<file path="src/rtl/core/avr_pkg.sv">
`timescale 1ns / 1ps
// ----------------------------------------------------------------------------
// avr_pkg: shared types and constants of the axis vertex rotator
// Beat structs, the axis codes, the CORDIC arctangent table and gain.
// ----------------------------------------------------------------------------
package avr_pkg;

	localparam int COORD_WIDTH  = 24;
	localparam int ANGLE_WIDTH  = 16;
	localparam int CORDIC_STEPS = 16;
	localparam int TABLE_LEN    = 24;
	localparam int NSTEPS       = (CORDIC_STEPS > TABLE_LEN) ? TABLE_LEN : CORDIC_STEPS;
	localparam int CS_WIDTH     = 34;
	localparam int QDEPTH       = 4;
	localparam int QAW          = $clog2(QDEPTH);

	typedef enum logic [1:0] {
		AXIS_X    = 2'd0,
		AXIS_Y    = 2'd1,
		AXIS_Z    = 2'd2,
		AXIS_NONE = 2'd3
	} axis_t;

	typedef struct packed {
		logic [1:0]                     command;
		logic signed [COORD_WIDTH-1:0]  coord_x;
		logic signed [COORD_WIDTH-1:0]  coord_y;
		logic signed [COORD_WIDTH-1:0]  coord_z;
		logic signed [ANGLE_WIDTH-1:0]  angle;
	} in_beat_t;

	typedef struct packed {
		logic signed [COORD_WIDTH-1:0] rot_x;
		logic signed [COORD_WIDTH-1:0] rot_y;
		logic signed [COORD_WIDTH-1:0] rot_z;
		logic                          saturated;
	} out_beat_t;

	// classified item: plane pair (a, b), pass-through axis c, selection
	typedef struct packed {
		axis_t                         axis;
		logic signed [COORD_WIDTH-1:0] a;
		logic signed [COORD_WIDTH-1:0] b;
		logic signed [COORD_WIDTH-1:0] c;
		logic                          flip;
		logic signed [31:0]            z;
	} front_t;

	localparam logic signed [CS_WIDTH-1:0] GAIN_Q30 = CS_WIDTH'(652032874);

	function automatic logic signed [32:0] atan_turn(input int i);
		logic signed [32:0] r;
		case (i)
			0: r = 33'sd536870912;  1: r = 33'sd316933406;
			2: r = 33'sd167458907;  3: r = 33'sd85004756;
			4: r = 33'sd42667331;   5: r = 33'sd21354465;
			6: r = 33'sd10679838;   7: r = 33'sd5340245;
			8: r = 33'sd2670163;    9: r = 33'sd1335087;
			10: r = 33'sd667544;    11: r = 33'sd333772;
			12: r = 33'sd166886;    13: r = 33'sd83443;
			14: r = 33'sd41722;     15: r = 33'sd20861;
			16: r = 33'sd10430;     17: r = 33'sd5215;
			18: r = 33'sd2608;      19: r = 33'sd1304;
			20: r = 33'sd652;       21: r = 33'sd326;
			22: r = 33'sd163;       default: r = 33'sd81;
		endcase
		return r;
	endfunction

endpackage

</file>
<file path="src/rtl/core/avr_front.sv">
`timescale 1ns / 1ps
// ----------------------------------------------------------------------------
// avr_front: input stage
// Registers each beat, orders the plane pair by axis and folds the phase
// into the right half-plane.
// ----------------------------------------------------------------------------
module avr_front (
	input  logic              clk,
	input  logic              arst_n,
	input  logic              in_valid,
	input  avr_pkg::in_beat_t in_beat,
	input  logic              stall,
	output logic              out_valid,
	output avr_pkg::front_t   out_item
);
	import avr_pkg::*;

	logic [31:0] ph;
	logic        flip;
	logic [31:0] phf;
	front_t      nxt;

	always_comb begin
		ph   = {in_beat.angle, {(32-ANGLE_WIDTH){1'b0}}};
		flip = ph[31] ^ ph[30];
		phf  = flip ? (ph + 32'h8000_0000) : ph;
		nxt.axis = axis_t'(in_beat.command);
		nxt.flip = flip;
		nxt.z    = $signed(phf);
		unique case (axis_t'(in_beat.command))
			AXIS_X: begin
				nxt.a = in_beat.coord_y; nxt.b = in_beat.coord_z; nxt.c = in_beat.coord_x;
			end
			AXIS_Y: begin
				nxt.a = in_beat.coord_z; nxt.b = in_beat.coord_x; nxt.c = in_beat.coord_y;
			end
			AXIS_Z: begin
				nxt.a = in_beat.coord_x; nxt.b = in_beat.coord_y; nxt.c = in_beat.coord_z;
			end
			default: begin
				nxt.a = in_beat.coord_x; nxt.b = in_beat.coord_y; nxt.c = in_beat.coord_z;
			end
		endcase
	end

	always_ff @(posedge clk or negedge arst_n) begin
		if (!arst_n) begin
			out_valid <= 1'b0;
		end else if (!stall) begin
			out_valid <= in_valid;
		end
	end

	always_ff @(posedge clk) begin
		if (!stall && in_valid) begin
			out_item <= nxt;
		end
	end

endmodule

</file>
<file path="config.mk">
export PLATFORM = sky130hd
export DESIGN_NAME = avr_front
export DESIGN_NICKNAME = d
export VERILOG_FILES = /design/src/rtl/core/avr_pkg.sv /design/src/rtl/core/avr_front.sv
export SDC_FILE = /design/constraint.sdc
export NUM_CORES = 1
export LEC_CHECK = 0
export ABC_AREA = 1
export BUFFER_PORTS_ARGS = -buffer_cell sky130_fd_sc_hd__buf_2
export CAP_MARGIN = 20
export CORE_ASPECT_RATIO = 1.1
export CORE_MARGIN = 10
export CORE_UTILIZATION = 51
export CTS_CLUSTER_DIAMETER = 200
export DETAILED_ROUTE_END_ITERATION = 7
export PLACE_DENSITY = 0.95
export SLEW_MARGIN = 10
export SYNTH_ARGS = -nofsm -noshare
export SYNTH_HDL_FRONTEND = slang
export SYNTH_SLANG_ARGS = --single-unit
export TNS_END_PERCENT = 30
</file>
<file path="constraint.sdc">
create_clock -name clk -period 1.7 [get_ports clk]
set_clock_uncertainty 0.2 [all_clocks]
set_input_delay 0.17 -clock clk [delete_from_list [all_inputs] [get_ports clk]]
set_output_delay 0.17 -clock clk [all_outputs]
set_load 0.02 [all_outputs]
</file>
==> flow_summary.toml <==
[status]
status = "complete, but fails checks"
violations = "setup timing"

[cells_and_area]
final_common_cell = "buf_2"
nFillCells = 417
fin_nets = 824
final_core_util_pct = 82.8
final_cell_mix = "buf_2 (177), nand2_1 (144), nand3_1 (137)"
area_growth_pct = 58.8
final_cells = 849
drive_gt1_share_pct = 28.8

[cts]
post_cts_buffers = 0
cts_inserted_buffers = 9
clk_latency_ns = 0.34
cts_tree = "built"
clkTransAtPathRegs_ns = 0.09
h-tree-depth = 3
cts_buffer_depth = 2
cts_root_buf = "clkbuf_8"
clock-sinks = 92

[global_routing]
grt_pass1_vias = 4887
antenna_found_initial = 3
grt_use_total_pct = 28.2
grt_max_degree = 73
overflow = 0
grt_pass1_wl_um = 27900

[timing]
worst_pin_slew_ns = 0.555
fin_ws_ns = -0.0375
finalSetupViolations = 5
fmax_ghz = 0.576
period_share_pct = 102
rsz0062_at_grt = "true"
slew_headroom_pct = 63.0
period_minus_slack_ns = 1.74
final-hold-violation-count = 0
finalMaxSlewViolations = 0

[floorplan]
die-height_um = 117
initial_core_util_pct = 52.2
coreArea_um2 = 8320
die_area_um2 = 12600
rows = 35
top_level_ports = 202
die_w_um = 108

[power_and_ir_drop]
powerDensity_nw_per_um2 = 820
seqPwrFrac_pct = 48.8
p_clk_share_pct = 27.4
p_leak_nw = 3.12
ir_drop_uv = 505
p_comb_share_pct = 23.8
switching_power_w = 0.00168
p_int_w = 0.00397
swShare_pct = 29.7

[worst_setup_path]
cp_data_required_time_ns = 1.60
critPathArrivalTime_ns = 1.64
crit_type = "in -> reg"
cp-end-kind = "flop"
cp_max_fo = 3
cp-start-kind = "primary input"

[drt]
wl_per_cell_um = 21.3
ant_nets = 0
wirelength_um = 18100
drt_iter0_drc = 650
vias = 4897
dr.pass1.iters = 5
drc = 0
via_per_inst = 5.77

[yosys]
ys_seq_area_share_pct = 63.5
netlist_area_um2 = 4340
synth_warnings = 0
yosysUniqueCellTypes = 14
syn_inst = 435
synth.avg_cell_area_um2 = 9.98
synth_seq_cells = 92

[placement]
port_buffers = 185
gp_congestion = 0.820
post-dp-hpwl_um = 9620
post-place-ws_ns = 0.205
place_inst = 706

[min_path]
hold_path.class = "in -> reg"

[flow_run]
max_cap_viol_count = 0
==> area by class of cell <==
class / instances / area, um2 / share of cell area (%)
multi-input combinational: 309 / 1400 / 20.3
timing repair buffer: 316 / 2360 / 34.3
antenna: 3 / 7.51 / 0.109
clock buffer: 9 / 124 / 1.80
clock inverter: 7 / 80.1 / 1.16
inverter: 2 / 25.0 / 0.363
sequential: 92 / 2760 / 40.0
tap: 111 / 139 / 2.01
==> cells by family (layout without fill, tap and decap cells) <==
| logic type | after synthesis | in the layout | synth area share [%] |
|---|---|---|---|
| and+or+nand+nor | 291 | 291 | 29.5 |
| DFF | 92 | 92 | 63.5 |
| buffers and inverters | 49 | 334 | 6.60 |
| other | 1 | 19 | 0.0864 |
| AOI/OAI and AO/OA | 1 | 1 | 0.115 |
| xor gates and xnor gates | 1 | 1 | 0.202 |
==> metal layers <==
metal	GRT usage, %	up-vias	routed length [um]
met3	8.76	66	2350
met1	31.0	2284	5660
met4	10.3	0	690
met2	50.1	468	9360
li1	-	2079	-
met5	0	-	0
==> Yosys cell counts, drive strengths merged <==
cell type	number	share of area, %
buf	46	6.3
o21ai	1	0.12
clkbuf	1	0.086
nor2	2	0.35
conb	1	0.086
nand2	145	13
xor2	1	0.20
nand3	144	17
dfrtp	1	0.58
inv	2	0.23
edfxtp	91	63
==> timing repair <==
item | in CTS | in global routing
gates resized for setup | 0 | 25
endpoints found under the hold margin | 91 | 0
endpoints found under the setup margin | 0 | 46
hold buffers | 137 | 0
==> per-stage QoR <==
stage	setup TNS, ns	power, W	instance area [um2]	hold WS [ns]
2_1_floorplan	-40.70	0.00338	4420	-0.326
3_3_place_gp	0	0.00370	5320	-0.256
3_5_place_dp	0	0.00376	5320	-0.253
4_1_cts	0	0.00558	6900	0.00250
5_1_grt	-0.0981	0.00586	6890	0.0299
6_report	-0.0724	0.00565	6890	0.0244
==> state kept, by name, summed over array words and instances (netlist names) <==
signal and cells:
out_valid 1, out_item 91
==> worst paths after layout <==
check	startpoint	to	slack, ns	cells past startpoint
worst max-delay path	in_beat[44]	out_item[61]	-0.04	4
worst min-delay path	in_beat[29]	out_item[94]	0.02	3
worst max register to register	out_valid	out_valid	0.27	3
worst min register to register	out_valid	out_valid	0.90	3
max in group asynchronous	arst_n	out_valid	0.73	3
min in group asynchronous	arst_n	out_valid	0.47	3
==> power groups by stage <==
stage | Clock [W] | Sequential [W] | Combinational [W]
detailed placement | 0 | 0.00280 | 0.000964
floorplan | 0 | 0.00302 | 0.000359
global route | 0.00166 | 0.00277 | 0.00143
CTS | 0.00156 | 0.00275 | 0.00127
finish | 0.00155 | 0.00276 | 0.00135
global placement | 0 | 0.00279 | 0.000915
==> worst max-delay path: stages <==
cell	delay [ns]
dlygate4sd3_1	0.63
nand2_1	0.15
nand3_2	0.11
dlygate4sd3_1	0.57
Power figures use the tool's default switching activity.
