==> config.mk <==
export PLATFORM = sky130hd
export DESIGN_NAME = avr_queue
export DESIGN_NICKNAME = d
export VERILOG_FILES = /design/src/rtl/core/avr_pkg.sv /design/src/rtl/core/avr_queue.sv
export SDC_FILE = /design/constraint.sdc
export NUM_CORES = 1
export LEC_CHECK = 0
export BUFFER_PORTS_ARGS = -buffer_cell sky130_fd_sc_hd__buf_2
export CAP_MARGIN = 0
export CORE_ASPECT_RATIO = 0.6
export CORE_MARGIN = 3
export CORE_UTILIZATION = 61
export CTS_CLUSTER_DIAMETER = 80
export DETAILED_ROUTE_END_ITERATION = 6
export GPL_TIMING_DRIVEN = 0
export PLACE_DENSITY = 0.83
export SLEW_MARGIN = 20
export SYNTH_ARGS = -nofsm -noshare
export SYNTH_HDL_FRONTEND = slang
export SYNTH_SLANG_ARGS = --single-unit
==> constraint.sdc <==
create_clock -name clk -period 6.7 [get_ports clk]
set_input_delay 1.34 -clock clk [delete_from_list [all_inputs] [get_ports clk]]
set_output_delay 1.34 -clock clk [all_outputs]
set_load 0.005 [all_outputs]
==> src/rtl/core/avr_pkg.sv <==
`timescale 1ns / 1ps
// ----------------------------------------------------------------------------
// avr_pkg: shared types and constants of the axis vertex rotator
// Beat structs, the axis codes, the CORDIC arctangent table and gain.
// ----------------------------------------------------------------------------
package avr_pkg;

	localparam int COORD_WIDTH  = 24;
	localparam int ANGLE_WIDTH  = 16;
	localparam int CORDIC_STEPS = 16;
	localparam int TABLE_LEN    = 24;
	localparam int NSTEPS       = (CORDIC_STEPS > TABLE_LEN) ? TABLE_LEN : CORDIC_STEPS;
	localparam int CS_WIDTH     = 34;
	localparam int QDEPTH       = 4;
	localparam int QAW          = $clog2(QDEPTH);

	typedef enum logic [1:0] {
		AXIS_X    = 2'd0,
		AXIS_Y    = 2'd1,
		AXIS_Z    = 2'd2,
		AXIS_NONE = 2'd3
	} axis_t;

	typedef struct packed {
		logic [1:0]                     command;
		logic signed [COORD_WIDTH-1:0]  coord_x;
		logic signed [COORD_WIDTH-1:0]  coord_y;
		logic signed [COORD_WIDTH-1:0]  coord_z;
		logic signed [ANGLE_WIDTH-1:0]  angle;
	} in_beat_t;

	typedef struct packed {
		logic signed [COORD_WIDTH-1:0] rot_x;
		logic signed [COORD_WIDTH-1:0] rot_y;
		logic signed [COORD_WIDTH-1:0] rot_z;
		logic                          saturated;
	} out_beat_t;

	// classified item: plane pair (a, b), pass-through axis c, selection
	typedef struct packed {
		axis_t                         axis;
		logic signed [COORD_WIDTH-1:0] a;
		logic signed [COORD_WIDTH-1:0] b;
		logic signed [COORD_WIDTH-1:0] c;
		logic                          flip;
		logic signed [31:0]            z;
	} front_t;

	localparam logic signed [CS_WIDTH-1:0] GAIN_Q30 = CS_WIDTH'(652032874);

	function automatic logic signed [32:0] atan_turn(input int i);
		logic signed [32:0] r;
		case (i)
			0: r = 33'sd536870912;  1: r = 33'sd316933406;
			2: r = 33'sd167458907;  3: r = 33'sd85004756;
			4: r = 33'sd42667331;   5: r = 33'sd21354465;
			6: r = 33'sd10679838;   7: r = 33'sd5340245;
			8: r = 33'sd2670163;    9: r = 33'sd1335087;
			10: r = 33'sd667544;    11: r = 33'sd333772;
			12: r = 33'sd166886;    13: r = 33'sd83443;
			14: r = 33'sd41722;     15: r = 33'sd20861;
			16: r = 33'sd10430;     17: r = 33'sd5215;
			18: r = 33'sd2608;      19: r = 33'sd1304;
			20: r = 33'sd652;       21: r = 33'sd326;
			22: r = 33'sd163;       default: r = 33'sd81;
		endcase
		return r;
	endfunction

endpackage

==> src/rtl/core/avr_queue.sv <==
`timescale 1ns / 1ps
// ----------------------------------------------------------------------------
// avr_queue: small register queue
// Decouples the front stage from the rotation pipeline.
// ----------------------------------------------------------------------------
module avr_queue (
	input  logic            clk,
	input  logic            arst_n,
	input  logic            push,
	input  avr_pkg::front_t wdata,
	input  logic            pop,
	output avr_pkg::front_t rdata,
	output logic            empty,
	output logic            afull
);
	import avr_pkg::*;

	front_t        mem_q [QDEPTH];
	logic [QAW-1:0] wp_q;
	logic [QAW-1:0] rp_q;
	logic [QAW:0]   cnt_q;
	logic           do_push;
	logic           do_pop;

	assign empty   = (cnt_q == '0);
	assign afull   = (cnt_q >= (QAW+1)'(QDEPTH - 2));
	assign do_pop  = pop && !empty;
	assign do_push = push;
	assign rdata   = mem_q[rp_q];

	always_ff @(posedge clk) begin
		if (do_push) begin
			mem_q[wp_q] <= wdata;
		end
	end

	always_ff @(posedge clk or negedge arst_n) begin
		if (!arst_n) begin
			wp_q  <= '0;
			rp_q  <= '0;
			cnt_q <= '0;
		end else begin
			if (do_push) wp_q <= wp_q + 1'b1;
			if (do_pop)  rp_q <= rp_q + 1'b1;
			cnt_q <= cnt_q + (QAW+1)'(do_push) - (QAW+1)'(do_pop);
		end
	end

endmodule

==> impl_metrics.ini <==
[status]
status = finished clean

[critical_path]
path_class = reg -> out
worstRegToRegCells = 8
cp_max_fo = 10
crit_path_end_kind = output port
worstPathRequired_ns = 5.36
crit_start = rp_q[1]
crit_top_cell = buf_2
r2r_end = cnt_q[2]
cp.depth = 5
crit_path_end = rdata[90]
start_kind = flip-flop
reg2reg_from = cnt_q[1]
cpPeakStageDelay_ns = 0.41
critPathTopFamily = buffers and inverters
worst_ep_arrival_time_ns = 2.40
slowest_stage = mux4_2
r2r_slack_ns = 4.50
critPathBufInv = 4
worstPathCellList = buf_2 > buf_2 > buf_2 > mux4_2 > buf_2

[cts]
cts_setup_buffers = 0
cts_tree = yes
cts_hold_buf = 0
cts_sinks = 435
cts_made_buffers = 38
clk_latency_ns = 0.52
clk_pin_slew_worst_paths_ns = 0.06
ctsResizeCount = 0
cts_htree_levels = 2
clk_path_buf_depth = 3
clock-root-buffer = clkbuf_16

[yosys]
synth.avg_cell_area_um2 = 26.49
ys_types = 19
synth_cells = 597
synth_nets = 716
ys_seq_area_share_pct = 82.39
synth_seq_cells = 435
yosysWarnings = 0
syn_area_um2 = 15810

[global_routing]
grt_start_max_net_pins = 52
grt_usage_pct = 22.24
antenna_found_initial = 5
grt_pass1_wl_mm = 45.37
grt_pass1_vias = 7788
overflow = 0

[floorplanning]
die_w_um = 213.9
num_rows = 44
die_y_um = 130.7
fp.coreArea_um2 = 24830
ioPinCount = 220
die_area_um2 = 27950
start_util_pct = 63.69

[power_and_ir_drop]
p_leak_nw = 6.422
power_density_nw_per_um2 = 430.4
ir_drop_v = 0.0002879

[cells_and_area]
most-common-layout-cells = 428 x edfxtp_1, 232 x buf_2, 107 x mux4_2
layout-area-overhead-vs-synth_pct = 18.20
post-route-util_pct = 75.28
drive_above_1_share_pct = 45.11
fillerInstances = 1306
final_nets = 983
final_common_cell = edfxtp_1

[sta]
rsz0062_at_grt = false
hold_violations = 0
fmax_mhz = 267.3
setup-violations-final = 0
skew_ns = 0.01478
report.final.slew_viol_count = 0
worst_slew_margin_rel_pct = 49.80
worst_slew_pin_slew_ns = 0.7529
post-route-min-period_ns = 3.741
finalSetupTns_ns = 0
period_share_pct = 55.83

[route]
drt-pass1-iter-count = 5
wirelength_mm = 30.30
num_vias = 7265
drt_iter0_markers = 535
vias_per_cell = 5.868
wl_per_cell_um = 24.47
drcViolationCount = 0
ant_nets = 0

[flow_run]
drv_cap = 0

[min_path]
min_path_type = reg -> reg

[place]
numPortBuffers = 219
gp_congestion = 0.7392
dp_hpwl_mm = 19.53
registers in the layout (all words and copies together) (netlist names):
signal  cells
mem_q     428
wp_q        2
cnt_q       3
rp_q        2
cell type report:
class	instances	area, µm²	area share (%)
timing repair buffer	227	1286	6.882
clock inverter	17	130.1	0.6962
clock buffer	48	1010	5.402
multi-input combinational	129	2625	14.04
inverter	9	33.78	0.1807
tap	345	431.7	2.310
antenna	4	10.01	0.05355
sequential	435	13030	69.70
buffer	24	136.4	0.7297
kinds of logic after synthesis:
kind of cell	share of synthesized area, %
multiplexers	15.24
AND/OR/NAND/NOR	0.2136
AO/OA/AOI/OAI	0.1819
buffers and inverters	1.076
XOR/XNOR	0.2216
flip-flops	82.39
adder cells (fa/ha/maj)	0.6805
worst min-delay path by stage:
stage | from | end | slack, ns | depth (start not counted)
floorplan | wp_q[0] | wp_q[0] | 0.49 | 1
detailed placement | wp_q[0] | wp_q[0] | 0.55 | 1
global placement | wp_q[0] | wp_q[0] | 0.51 | 1
finish | wp_q[0] | wp_q[0] | 0.58 | 1
global route | wp_q[0] | wp_q[0] | 0.59 | 1
CTS | wp_q[0] | wp_q[0] | 0.57 | 1
per-stage QoR:
| stage | instance area, µm² | cells | power [mW] | hold WS (ns) | setup slack (ns) |
|---|---|---|---|---|---|
| final | 18690 | 1238 | 8.045 | 0.5782 | 2.959 |
| after floorplan | 15810 | 597 | 5.114 | 0.4914 | 2.417 |
| after global routing | 18680 | 1234 | 8.413 | 0.5948 | 2.863 |
| after global placement | 17340 | 1161 | 5.977 | 0.5052 | 0.7334 |
| after CTS | 18680 | 1234 | 8.141 | 0.5672 | 2.927 |
| after detailed placement | 17540 | 1169 | 6.091 | 0.5511 | 3.544 |
layer usage:
layer	global-route usage [%]	vias to the layer above	part of all wire, %
met5	0	-	0.18
met4	5.745	8	1.9
met3	7.158	60	9.7
met2	36.84	293	50
met1	29.47	3793	38
li1	-	3111	-
synthesized netlist by cell type:
cell type | number | share of area [%]
xor2_1 | 2 | 0.11
buf_6 | 2 | 0.14
nand2_1 | 1 | 0.024
clkbuf_1 | 7 | 0.17
ha_1 | 7 | 0.55
and2_1 | 4 | 0.16
o311ai_0 | 1 | 0.055
o31ai_1 | 2 | 0.095
mux4_2 | 107 | 15
buf_4 | 1 | 0.047
edfxtp_1 | 428 | 81
inv_1 | 9 | 0.21
buf_2 | 13 | 0.41
xnor2_1 | 2 | 0.11
o21ai_0 | 1 | 0.032
buf_8 | 1 | 0.095
fa_1 | 1 | 0.13
nor3_1 | 1 | 0.032
dfrtp_1 | 7 | 1.1
where the power goes:
part / internal, mW / total (mW) / switching, mW
combinational: 1.12 / 2.33 / 1.20
sequential: 3.56 / 3.68 / 0.128
clock: 1.14 / 2.04 / 0.894
total: 5.82 / 8.05 / 2.23
worst register-to-register path, stage by stage (launching register included):
cell	delay, ns
dfrtp_1	0.44
o31ai_1	0.39
inv_1	0.11
ha_1	0.29
inv_1	0.06
ha_1	0.12
inv_1	0.05
fa_1	0.43
xor2_1	0.18
No activity file was read; power rests on OpenSTA's default activity.
